$ cat config.mk
export PLATFORM = sky130hd
export DESIGN_NAME = method_descriptor_checker_unit
export DESIGN_NICKNAME = d
export VERILOG_FILES = /design/src/hw/rtl/mdc_pkg.sv /design/src/hw/rtl/mdc_parser.sv /design/src/hw/rtl/mdc_res_fifo.sv /design/src/hw/rtl/method_descriptor_checker_unit.sv
export SDC_FILE = /design/constraint.sdc
export NUM_CORES = 1
export LEC_CHECK = 0
export BUFFER_PORTS_ARGS = -buffer_cell sky130_fd_sc_hd__buf_2
export CORE_MARGIN = 10
export CORE_UTILIZATION = 50
export DETAILED_ROUTE_END_ITERATION = 8
export PLACE_DENSITY = 0.67
export SYNTH_ARGS = -nofsm -noshare
export SYNTH_HDL_FRONTEND = slang
export SYNTH_HIERARCHICAL = 1
export SYNTH_SLANG_ARGS = --single-unit
$ cat constraint.sdc
create_clock -name clk -period 5.1 [get_ports clk]
set_clock_uncertainty 0.05 [all_clocks]
set_input_delay 0.765 -clock clk [delete_from_list [all_inputs] [get_ports clk]]
set_output_delay 0.765 -clock clk [all_outputs]
set_load 0.02 [all_outputs]
$ cat src/hw/rtl/mdc_pkg.sv
package mdc_pkg;

  localparam int MaxParamsDefault = 255;
  localparam int ResFifoDepth     = 4;

  localparam logic [7:0] CH_OPEN  = 8'h28;  // '('
  localparam logic [7:0] CH_CLOSE = 8'h29;  // ')'
  localparam logic [7:0] CH_SEMI  = 8'h3B;  // ';'
  localparam logic [7:0] CH_ARRAY = 8'h5B;  // '['
  localparam logic [7:0] CH_VOID  = 8'h56;  // 'V'
  localparam logic [7:0] CH_CLASS = 8'h4C;  // 'L'
  localparam logic [7:0] CH_INT   = 8'h49;  // 'I'
  localparam logic [7:0] CH_LONG  = 8'h4A;  // 'J'
  localparam logic [7:0] CH_FLT   = 8'h46;  // 'F'
  localparam logic [7:0] CH_DBL   = 8'h44;  // 'D'
  localparam logic [7:0] CH_BOOL  = 8'h5A;  // 'Z'
  localparam logic [7:0] CH_BYTE  = 8'h42;  // 'B'
  localparam logic [7:0] CH_CHAR  = 8'h43;  // 'C'
  localparam logic [7:0] CH_SHORT = 8'h53;  // 'S'

  localparam logic [2:0] TC_VOID = 3'd0;
  localparam logic [2:0] TC_INT  = 3'd1;
  localparam logic [2:0] TC_LONG = 3'd2;
  localparam logic [2:0] TC_FLT  = 3'd3;
  localparam logic [2:0] TC_DBL  = 3'd4;
  localparam logic [2:0] TC_REF  = 3'd5;

  localparam logic RK_PARAM   = 1'b0;
  localparam logic RK_SUMMARY = 1'b1;

  typedef struct packed {
    logic       result_kind;
    logic [2:0] type_code;
    logic       params_ok;
    logic       descriptor_ok;
    logic [7:0] param_count;
    logic       count_saturated;
  } res_t;

  // Zero, one or two results produced by one descriptor byte, in order a then b.
  typedef struct packed {
    logic [1:0] n;
    res_t       a;
    res_t       b;
  } push_t;

  // Type code of a primitive that may stand alone, else TC_VOID.
  function automatic logic [2:0] plain_code(input logic [7:0] c);
    logic [2:0] code;
    case (c)
      CH_INT:  code = TC_INT;
      CH_LONG: code = TC_LONG;
      CH_FLT:  code = TC_FLT;
      CH_DBL:  code = TC_DBL;
      default: code = TC_VOID;
    endcase
    return code;
  endfunction

  function automatic logic elem_primitive(input logic [7:0] c);
    return (plain_code(c) != TC_VOID) || (c inside {CH_BOOL, CH_BYTE, CH_CHAR, CH_SHORT});
  endfunction

endpackage

$ cat src/hw/rtl/mdc_parser.sv
module mdc_parser #(
  parameter int MAX_PARAMS = mdc_pkg::MaxParamsDefault
) (
  input  logic           clk,
  input  logic           rst_n,
  input  logic           step_en,
  input  logic [7:0]     ch,
  input  logic           last,
  output mdc_pkg::push_t push
);
  import mdc_pkg::*;

  localparam int CountLimit = (MAX_PARAMS > 255) ? 255 : MAX_PARAMS;

  typedef enum logic [3:0] {
    PH_OPEN   = 4'd0,
    PH_PSTART = 4'd1,
    PH_PARR   = 4'd2,
    PH_PNAME  = 4'd3,
    PH_RSTART = 4'd4,
    PH_RARR   = 4'd5,
    PH_RNAME  = 4'd6,
    PH_RDONE  = 4'd7,
    PH_PBAD   = 4'd8,
    PH_RBAD   = 4'd9
  } phase_t;

  phase_t     phase_r, phase_nxt;
  logic       name_empty_r, name_empty_nxt;
  logic [7:0] count_r, count_nxt;
  logic       ovf_r, ovf_nxt;
  logic       closed_r, closed_nxt;
  logic [2:0] ret_kind_r, ret_kind_nxt;

  logic       done_param;
  logic [2:0] done_code;
  logic       name_done;
  logic       name_bad;
  logic       pok;
  logic       dok;
  res_t       param_res;
  res_t       sum_res;

  // A class name ends on ';' if it is non-empty; '(', ')' and '[' are illegal inside it.
  always_comb begin
    name_done = (ch == CH_SEMI) && !name_empty_r;
    name_bad  = ((ch == CH_SEMI) && name_empty_r) || (ch inside {CH_OPEN, CH_CLOSE, CH_ARRAY});
  end

  always_comb begin
    phase_nxt      = phase_r;
    name_empty_nxt = name_empty_r;
    count_nxt      = count_r;
    ovf_nxt        = ovf_r;
    closed_nxt     = closed_r;
    ret_kind_nxt   = ret_kind_r;
    done_param     = 1'b0;
    done_code      = TC_VOID;

    case (phase_r)
      PH_OPEN: begin
        phase_nxt = (ch == CH_OPEN) ? PH_PSTART : PH_PBAD;
      end
      PH_PSTART: begin
        if (ch == CH_CLOSE) begin
          closed_nxt = 1'b1;
          phase_nxt  = PH_RSTART;
        end else if (plain_code(ch) != TC_VOID) begin
          done_param = 1'b1;
          done_code  = plain_code(ch);
        end else if (ch == CH_CLASS) begin
          name_empty_nxt = 1'b1;
          phase_nxt      = PH_PNAME;
        end else if (ch == CH_ARRAY) begin
          phase_nxt = PH_PARR;
        end else begin
          phase_nxt = PH_PBAD;
        end
      end
      PH_PARR: begin
        if (ch == CH_ARRAY) begin
          phase_nxt = PH_PARR;
        end else if (elem_primitive(ch)) begin
          done_param = 1'b1;
          done_code  = TC_REF;
          phase_nxt  = PH_PSTART;
        end else if (ch == CH_CLASS) begin
          name_empty_nxt = 1'b1;
          phase_nxt      = PH_PNAME;
        end else begin
          phase_nxt = PH_PBAD;
        end
      end
      PH_PNAME: begin
        if (name_done) begin
          done_param = 1'b1;
          done_code  = TC_REF;
          phase_nxt  = PH_PSTART;
        end else if (name_bad) begin
          phase_nxt = PH_PBAD;
        end else begin
          name_empty_nxt = 1'b0;
        end
      end
      PH_RSTART: begin
        if (ch == CH_VOID) begin
          ret_kind_nxt = TC_VOID;
          phase_nxt    = PH_RDONE;
        end else if (plain_code(ch) != TC_VOID) begin
          ret_kind_nxt = plain_code(ch);
          phase_nxt    = PH_RDONE;
        end else if (ch == CH_CLASS) begin
          name_empty_nxt = 1'b1;
          phase_nxt      = PH_RNAME;
        end else if (ch == CH_ARRAY) begin
          phase_nxt = PH_RARR;
        end else begin
          phase_nxt = PH_RBAD;
        end
      end
      PH_RARR: begin
        if (ch == CH_ARRAY) begin
          phase_nxt = PH_RARR;
        end else if (elem_primitive(ch)) begin
          ret_kind_nxt = TC_REF;
          phase_nxt    = PH_RDONE;
        end else if (ch == CH_CLASS) begin
          name_empty_nxt = 1'b1;
          phase_nxt      = PH_RNAME;
        end else begin
          phase_nxt = PH_RBAD;
        end
      end
      PH_RNAME: begin
        if (name_done) begin
          ret_kind_nxt = TC_REF;
          phase_nxt    = PH_RDONE;
        end else if (name_bad) begin
          phase_nxt = PH_RBAD;
        end else begin
          name_empty_nxt = 1'b0;
        end
      end
      PH_RDONE: begin
        phase_nxt = PH_RBAD;
      end
      PH_RBAD: begin
        phase_nxt = PH_RBAD;
      end
      PH_PBAD: begin
        phase_nxt = PH_PBAD;
      end
      default: begin
        phase_nxt = PH_PBAD;
      end
    endcase

    if (done_param) begin
      if (count_r >= 8'(CountLimit)) begin
        ovf_nxt = 1'b1;
      end else begin
        count_nxt = count_r + 8'd1;
      end
    end
  end

  // The summary sees the state as updated by the final byte itself.
  always_comb begin
    pok = closed_nxt;
    dok = pok && (phase_nxt == PH_RDONE);

    param_res                 = '0;
    param_res.result_kind     = RK_PARAM;
    param_res.type_code       = done_code;

    sum_res                   = '0;
    sum_res.result_kind       = RK_SUMMARY;
    sum_res.type_code         = dok ? ret_kind_nxt : TC_VOID;
    sum_res.params_ok         = pok;
    sum_res.descriptor_ok     = dok;
    sum_res.param_count       = pok ? count_nxt : 8'd0;
    sum_res.count_saturated   = pok && ovf_nxt;

    push.n = 2'b00;
    push.a = done_param ? param_res : sum_res;
    push.b = sum_res;
    if (step_en) begin
      push.n = 2'({1'b0, done_param} + {1'b0, last});
    end
  end

  always_ff @(posedge clk) begin
    if (!rst_n) begin
      phase_r      <= PH_OPEN;
      name_empty_r <= 1'b0;
      count_r      <= 8'd0;
      ovf_r        <= 1'b0;
      closed_r     <= 1'b0;
      ret_kind_r   <= TC_VOID;
    end else if (step_en) begin
      if (last) begin
        phase_r      <= PH_OPEN;
        name_empty_r <= 1'b0;
        count_r      <= 8'd0;
        ovf_r        <= 1'b0;
        closed_r     <= 1'b0;
        ret_kind_r   <= TC_VOID;
      end else begin
        phase_r      <= phase_nxt;
        name_empty_r <= name_empty_nxt;
        count_r      <= count_nxt;
        ovf_r        <= ovf_nxt;
        closed_r     <= closed_nxt;
        ret_kind_r   <= ret_kind_nxt;
      end
    end
  end

endmodule

$ cat src/hw/rtl/mdc_res_fifo.sv
module mdc_res_fifo #(
  parameter int DEPTH = mdc_pkg::ResFifoDepth
) (
  input  logic           clk,
  input  logic           rst_n,
  input  mdc_pkg::push_t push,
  output logic           room,
  output logic           out_valid,
  input  logic           out_stall,
  output mdc_pkg::res_t  out_res
);
  import mdc_pkg::*;

  localparam int AW = $clog2(DEPTH);
  localparam int CW = AW + 1;

  res_t          mem_r [DEPTH];
  logic [AW-1:0] wp_r, wp_nxt;
  logic [AW-1:0] rp_r, rp_nxt;
  logic [CW-1:0] cnt_r, cnt_nxt;
  logic [AW-1:0] wp_plus1;
  logic          pop;

  assign out_valid = (cnt_r != '0);
  assign out_res   = mem_r[rp_r];
  assign pop       = out_valid && !out_stall;
  // Room for the worst case of two results from one byte.
  assign room      = (cnt_r <= CW'(DEPTH - 2));
  assign wp_plus1  = AW'((DEPTH == (1 << AW)) ? (wp_r + 1'b1)
                                               : ((wp_r == AW'(DEPTH - 1)) ? 0 : wp_r + 1'b1));

  always_comb begin
    wp_nxt = wp_r;
    rp_nxt = rp_r;
    if (push.n == 2'd1) begin
      wp_nxt = wp_plus1;
    end else if (push.n == 2'd2) begin
      wp_nxt = (wp_plus1 == AW'(DEPTH - 1)) ? '0 : AW'(wp_plus1 + 1'b1);
    end
    if (pop) begin
      rp_nxt = (rp_r == AW'(DEPTH - 1)) ? '0 : AW'(rp_r + 1'b1);
    end
    cnt_nxt = cnt_r + CW'(push.n) - CW'(pop);
  end

  always_ff @(posedge clk) begin
    if (!rst_n) begin
      wp_r  <= '0;
      rp_r  <= '0;
      cnt_r <= '0;
    end else begin
      wp_r  <= wp_nxt;
      rp_r  <= rp_nxt;
      cnt_r <= cnt_nxt;
    end
  end

  always_ff @(posedge clk) begin
    if (push.n != 2'd0) begin
      mem_r[wp_r] <= push.a;
    end
    if (push.n == 2'd2) begin
      mem_r[wp_plus1] <= push.b;
    end
  end

endmodule

$ cat src/hw/rtl/method_descriptor_checker_unit.sv
// A byte is taken into the input register and stepped by the parser once the queue has
// room. Throughput: one descriptor byte per cycle while in_stall is low; the input
// register feeds the parser, and a four-entry result queue absorbs the extra summary
// a final byte produces, which leaves the queue after the parameter result of that byte.
// in_stall rises only while the queue cannot take two more results.
// Reset (rst_n low, synchronous) returns the parser to expect '(' and empties the queue.
module method_descriptor_checker_unit #(
  parameter int MAX_PARAMS = mdc_pkg::MaxParamsDefault
) (
  input  logic       clk,
  input  logic       rst_n,
  input  logic       in_valid,
  output logic       in_stall,
  input  logic [7:0] in_ch,
  input  logic       in_last,
  output logic       out_valid,
  input  logic       out_stall,
  output logic       out_result_kind,
  output logic [2:0] out_type_code,
  output logic       out_params_ok,
  output logic       out_descriptor_ok,
  output logic [7:0] out_param_count,
  output logic       out_count_saturated
);
  import mdc_pkg::*;

  logic       in_vld_r;
  logic [7:0] in_ch_r;
  logic       in_last_r;
  logic       room;
  logic       step_en;
  logic       in_fire;
  push_t      push;
  res_t       res;

  assign step_en  = in_vld_r && room;
  assign in_stall = in_vld_r && !room;
  assign in_fire  = in_valid && !in_stall;

  always_ff @(posedge clk) begin
    if (!rst_n) begin
      in_vld_r <= 1'b0;
    end else if (in_fire) begin
      in_vld_r <= 1'b1;
    end else if (step_en) begin
      in_vld_r <= 1'b0;
    end
  end

  always_ff @(posedge clk) begin
    if (in_fire) begin
      in_ch_r   <= in_ch;
      in_last_r <= in_last;
    end
  end

  mdc_parser #(
    .MAX_PARAMS(MAX_PARAMS)
  ) u_parser (
    .clk     (clk),
    .rst_n   (rst_n),
    .step_en (step_en),
    .ch      (in_ch_r),
    .last    (in_last_r),
    .push    (push)
  );

  mdc_res_fifo #(
    .DEPTH(ResFifoDepth)
  ) u_fifo (
    .clk       (clk),
    .rst_n     (rst_n),
    .push      (push),
    .room      (room),
    .out_valid (out_valid),
    .out_stall (out_stall),
    .out_res   (res)
  );

  assign out_result_kind     = res.result_kind;
  assign out_type_code       = res.type_code;
  assign out_params_ok       = res.params_ok;
  assign out_descriptor_ok   = res.descriptor_ok;
  assign out_param_count     = res.param_count;
  assign out_count_saturated = res.count_saturated;

endmodule

==> results by group, run 1 <==
STA
  – Final slew viol count: 0
  – Fin. Hold Viols: 0
  – FMAX: 238 MHz
  – Setup ws final: 905 ps
  – Max-Slew Margin vs Limit: 32.8%
  – WHS: 430 ps
  – # setup viols final: 0
  – Unrepaired setup endpoints after global routing: no
  – Period utilization: 82.3%
  – Fin crit period: 4200 ps
  – Actual slew at the worst max-slew pin: 1010 ps
  – Sum of negative setup slack: 0 ps

Clock network
  – Clock Pin Slew Worst Setup and Hold Paths: 70 ps
  – Clock sink count: 97
  – Clk buf depth: 2
  – CTS H-tree depth: 3
  – CTS tree: done
  – Hold_buf cts: 0
  – Clock latency on the worst-skew pair: 350 ps
  – CTS buffer count: 9
  – Post-CTS Resized: 0
  – Clk root buf: clkbuf_16
  – Number of post-CTS setup repair buffers: 0

Logic synthesis
  – Simple-Gate Fraction of Synth Area: 17.3%
  – Distinct cells, synth: 79
  – Area leader, netlist: edfxtp_1
  – Syn avg cell area: 11.0 um2
  – Xor and xnor area share after synthesis: 1.85%
  – Post-synth EDFFs: 69
  – Cells after Synth: 559
  – Syn_nets: 589
  – Register bit total from synthesis: 97
  – Synthesis warning total: 6
  – Largest family of logic cells by synthesized area: multiplexers
  – Mux cell area share after synthesis: 17.3%
  – Synth Area in Compound Gates: 12.0%
  – Sequential area share after synthesis: 42.9%
  – Post-Syn Area: 6140 um2
  – Most instantiated cells after synthesis: edfxtp_1, mux2_2, nor2_1
  – Synth top area cells: edfxtp_1, mux2_2, dfxtp_1
  – Main synth FF type: edfxtp_1
  – Adder-Cell Fraction of Synth Area: 3.59%
  – Yosys top cell area share: 33.7%
  – Count leader, synth: edfxtp_1
  – Post-synth ARST share: 0%

Power
  – Sw power: 0.559 mW
  – Cell Int Power: 1.38 mW
  – Clk pwr share: 31.9%
  – Sequential share of power: 48.9%
  – Maximum vdd ir drop: 0.000195 V
  – Pwr/cell area: 296 nW/um2
  – Comb power frac: 19.2%
  – Pleak: 2.37 nW
  – Sw Ratio: 28.8%

Worst setup path
  – Critical Path Most Common Cell: ha_1
  – WS Path Type: reg -> reg
  – Crit path capture type: register
  – Worst-path maximum fanout: 22
  – Delay of the slowest critical-path stage: 750 ps
  – Req. time, crit path: 5090 ps
  – Worst Setup Start Kind: register
  – Crit-path cells: or3b_1 -> or3_4 -> nor4b_2 -> a21o_2 -> ha_1 -> and2_1 -> inv_1 -> ha_1 -> nand2_2 -> o21ai_1 -> buf_4
  – Critical path's slowest cell: edfxtp_1
  – Critical path data arrival time: 4180 ps
  – CP delay by family, top: simple AND/OR/NAND/NOR gates
  – Buffer and inverter count on the worst path: 2

Die
  – Die W: 131 um
  – Rows: 40
  – Die H: 131 um
  – Starting density of the core: 51.1%
  – Placeable core area: 12000 um2
  – Ports: 30
  – Total Die Area: 17100 um2

Final layout
  – Diode count: 0
  – Layout fillers: 1031
  – Area Growth Syn to Fin: 6.74%
  – Nets: 600
  – Share of cells above drive strength 1: 25.7%

Routing
  – Starting DRT DRC Count: 601
  – Vias: 4460
  – Drt first pass iters: 6
  – Post-Route WL: 14100 um
  – Post-route ant nets: 0
  – Drt via density: 6.18
  – DRC violations left: 0
  – WL/cell: 19.5 um

Global routing
  – Vias in the first global route: 4289
  – Tot GR Track Use: 17.2%
  – Global-route wire length before repair: 23100 um
  – Initial antenna violation count: 0
  – Largest net degree at the start of global routing: 24
  – Total gr overflow: 0

Placed design
  – Placer Congestion: 0.908
  – Worst slack, placed: 942 ps
  – HPWL after detailed placement: 10300 um
  – Port bufs: 29

Run
  – Max-cap violations: 0

Status
  – Status: completed

Worst hold path
  – Hold crit path type: reg -> reg
-- routing by layer --
layer | routed length (um) | vias up | track usage [%]
met5 | 0 | - | 0
met3 | 739 | 30 | 2.98
met1 | 6810 | 2133 | 24.8
li1 | - | 2130 | -
met4 | 287 | 0 | 6.34
met2 | 6250 | 167 | 25.4
-- stage by stage --
stage	area (um2)	utilization, %	total power [mW]	std cells
CTS	6560	54.6	1.97	722
global route	6560	54.6	2.04	722
detailed placement	6290	52.3	1.34	706
global placement	6290	52.3	1.34	706
floorplan	6140	-	1.26	559
finish	6560	54.6	1.94	722
-- flip-flops by register name (all words and copies together) (netlist names), named ones only --
signal,cells
u_fifo/wp_r,2
u_parser/ret_kind_r,3
in_vld_r,1
in_ch_r,8
u_parser/name_empty_r,1
u_fifo/mem_r,60
u_parser/count_r,8
u_parser/ovf_r,1
u_fifo/rp_r,2
u_parser/closed_r,1
in_last_r,1
u_parser/phase_r,4
u_fifo/cnt_r,3
-- cell usage in the layout, fill, tap and decap left out, types with 10 or more instances in the layout --
cell type  synthesis  layout
mux4_2            15      15
nor2b_1           12      12
inv_1             21      21
a21oi_1           25      25
nor3_1            15      15
mux2_2            61      61
and2_1            14      14
edfxtp_1          69      69
o21ai_0           23      19
nor2_1            44      44
dfxtp_1           28      28
ha_1              16      16
nand3_1           10      10
nand2_1           30      30
buf_2              4      29
-- power groups by stage --
stage	registers, mW	clock network (mW)	logic, mW
global route	0.962	0.666	0.412
global placement	0.964	0	0.378
finish	0.949	0.620	0.373
detailed placement	0.967	0	0.377
floorplan	0.911	0	0.346
CTS	0.950	0.635	0.380
-- final timing paths --
| kind | start | end | slack [ps] | cells after the start |
|---|---|---|---|---|
| max | in_ch_r[3] | u_fifo/mem_r[1][10] | 900 | 11 |
| min | u_parser/ret_kind_r[1] | u_parser/ret_kind_r[1] | 430 | 2 |
| max reg2reg | in_ch_r[3] | u_fifo/mem_r[1][10] | 900 | 11 |
| min reg2reg | u_parser/ret_kind_r[1] | u_parser/ret_kind_r[1] | 430 | 2 |
-- layout make-up --
cell class / instances / area (um2) / share of cell area, %
Timing Repair Buffer: 34 / 183 / 2.79
Sequential cell: 97 / 2630 / 40.2
Multi-Input combinational cell: 405 / 3200 / 48.8
Clock buffer: 9 / 225 / 3.44
Tap cell: 147 / 184 / 2.81
Inverter: 23 / 86.3 / 1.32
Clock inverter: 7 / 43.8 / 0.668
-- kinds of logic after synthesis --
group | after synthesis
xor gates and xnor gates | 13
AOI/OAI and AO/OA | 110
and+or+nand+nor | 184
muxes | 80
other | 1
DFF | 97
buffers and inverters | 57
adders and majority gates | 17
-- tightest hold or removal path, stage by stage, from the launching register on --
cell,delay [ps]
dfxtp_1,320
nand2_1,50
o21ai_0,60
Note: power is estimated with default switching activity, not from simulation.
==> inputs of run 2 (changes only) <==
Settings changed: ABC_AREA set to 1, PLACE_DENSITY 0.67 to 0.7.
Clock period 5.1 ns to 3.7 ns, I/O delays scaled along.
==> run 2 against run 1 <==
First-iteration DRC count down 37%. Critical path depth up 6. Critical path type unchanged. Die area up 0.55%. Sequential share of layout area down 0.75 points. Area after synthesis up 0.65%. Count of clock-buffer cells in the layout up 3. Non-clock buffer count up 9. Power up 47%. Utilization up 0.81 points.
==> results by group, run 2 <==
Die
  – Starting density of the core: 51.2%
  – Die H: 131 um
  – Ports: 30
  – Rows: 40
  – Die W: 131 um
  – Total Die Area: 17200 um2
  – Placeable core area: 12100 um2

Power
  – Cell Int Power: 1.90 mW
  – Sw power: 0.954 mW
  – Pwr/cell area: 428 nW/um2
  – Maximum vdd ir drop: 0.000221 V
  – Sw Ratio: 33.4%
  – Pleak: 2.58 nW
  – Clk pwr share: 30.2%
  – Sequential share of power: 44.0%
  – Pwr Total: 2.86 mW
  – Comb power frac: 25.8%

Final layout
  – Nets: 826
  – Largest regs: u_fifo/mem_r (60), in_ch_r (8), u_parser/count_r (8)
  – Area Growth Syn to Fin: 8.08%
  – Design Area, Final: 6680 um2
  – Max reg flops: 60
  – Diode count: 0
  – Most frequent cells in the layout: nand2_1, nor2_1, inv_1, edfxtp_1, o21ai_2
  – Share of cells above drive strength 1: 19.5%
  – Reg with most FFs: u_fifo/mem_r
  – Most common cell after layout, fill and taps aside: nand2_1

Routing
  – Drt first pass iters: 5
  – Drt via density: 5.30
  – Vias: 5138
  – Starting DRT DRC Count: 376
  – Post-route ant nets: 0
  – Post-Route WL: 14500 um
  – DRC violations left: 0
  – WL/cell: 15.0 um

Worst setup path
  – CP delay by family, top: simple AND/OR/NAND/NOR gates
  – Critical path data arrival time: 3180 ps
  – Critical path's slowest cell: edfxtp_1
  – Worst Setup Start Kind: register
  – Crit path capture type: register
  – Worst-path maximum fanout: 14
  – Buffer and inverter count on the worst path: 5
  – Crit-path cells: inv_2 -> nand2_2 -> nor2_1 -> nand2_1 -> nand2_2 -> nor2_8 -> inv_2 -> nand2_2 -> nand3_4 -> ha_1 -> nand2_1 -> inv_1 -> inv_1 -> ha_1 -> nand2_2 -> o21ai_1 -> buf_4
  – Critical Path Most Common Cell: nand2_2
  – Req. time, crit path: 3690 ps
  – WS Path Type: reg -> reg
  – Delay of the slowest critical-path stage: 450 ps

Logic synthesis
  – Register bit total from synthesis: 97
  – Post-synth ARST share: 0%
  – Cells after Synth: 772
  – Area leader, netlist: edfxtp_1
  – Synthesis warning total: 6
  – Syn avg cell area: 8.01 um2
  – Synth top area cells: edfxtp_1, nand2_1, dfxtp_1
  – Most instantiated cells after synthesis: nand2_1, nor2_1, inv_1
  – Post-Syn Area: 6180 um2
  – Sequential area share after synthesis: 42.6%
  – Distinct cells, synth: 39
  – Count leader, synth: nand2_1
  – Yosys top cell area share: 33.5%
  – Main synth FF type: edfxtp_1
  – Post-synth EDFFs: 69
  – Syn_nets: 802

STA
  – Unrepaired setup endpoints after global routing: no
  – Period utilization: 86.1%
  – WHS: 333 ps
  – Max-Slew Margin vs Limit: 58.2%
  – Fin crit period: 3190 ps
  – Sum of negative setup slack: 0 ps
  – Fin. Hold Viols: 0
  – # setup viols final: 0
  – FMAX: 314 MHz
  – Final slew viol count: 0
  – Setup ws final: 513 ps
  – Actual slew at the worst max-slew pin: 627 ps

Worst hold path
  – Hold crit path type: in -> reg

Placed design
  – Port bufs: 29
  – Worst slack, placed: 554 ps
  – HPWL after detailed placement: 10500 um
  – DP Area: 6410 um2
  – Placer Congestion: 0.944

Clock network
  – CTS buffer count: 9
  – Clock Pin Slew Worst Setup and Hold Paths: 70 ps
  – CTS H-tree depth: 3
  – Clk root buf: clkbuf_16
  – Post-CTS Resized: 0
  – Clock sink count: 97
  – Clk buf depth: 2
  – CTS tree: done
  – Clock latency on the worst-skew pair: 340 ps
  – Number of post-CTS setup repair buffers: 0
  – Hold_buf cts: 0

Global routing
  – Initial antenna violation count: 0
  – Total gr overflow: 0
  – Tot GR Track Use: 16.4%
  – Global-route wire length before repair: 23800 um
  – Largest net degree at the start of global routing: 32
  – Vias in the first global route: 4822

Status
  – Status: completed

Run
  – Max-cap violations: 0
==> run 2: final cells by class <==
cell class / count / area (um2)
fillers: 1135 / 5380
repair buffers: 43 / 275
well taps: 168 / 210
inverters: 96 / 360
clock inverters: 4 / 28.8
multi-input cells: 549 / 2940
flip-flops and latches: 97 / 2630
clock buffers: 12 / 236
==> run 2: power groups by stage <==
stage / Combinational [mW] / Clock [mW] / Sequential (mW)
global placement: 0.728 / 0 / 1.28
finish: 0.736 / 0.863 / 1.26
floorplan: 0.559 / 0 / 1.26
detailed placement: 0.743 / 0 / 1.28
global route: 0.814 / 0.921 / 1.26
CTS: 0.745 / 0.879 / 1.26
==> run 2: worst paths after layout <==
kind,slack (ps),endpoint,startpoint,depth (start not counted)
worst max register to register,510,u_fifo/mem_r[0][6],in_ch_r[2],17
worst max-delay path,510,u_fifo/mem_r[0][6],in_ch_r[2],17
worst min-delay path,330,in_ch_r[2],in_ch[2],1
worst min register to register,430,u_parser/closed_r,u_parser/closed_r,2
==> run 2: cells by family after synthesis <==
family,after synthesis,share of synthesized area [%]
AND/OR/NAND/NOR,348,24.0
AO/OA/AOI/OAI,176,18.9
multiplexers,1,0.162
flip-flops,97,42.6
XOR/XNOR,6,0.850
buffers and inverters,126,9.90
other,1,0.0607
adder cells (fa/ha/maj),17,3.56
==> run 2: metrics by stage <==
step	util, %	instances
after floorplan	-	772
after CTS	55.4	969
after global routing	55.4	969
final	55.4	969
after detailed placement	53.2	953
after global placement	53.2	953
==> run 2: metal layers <==
| metal | track usage (%) | part of all wire, % | vias to the layer above |
|---|---|---|---|
| met5 | 0 | 0 | - |
| met4 | 6.69 | 1.7 | 0 |
| met3 | 2.32 | 3.8 | 18 |
| met2 | 28.1 | 50 | 124 |
| met1 | 20.3 | 44 | 2392 |
| li1 | - | - | 2604 |
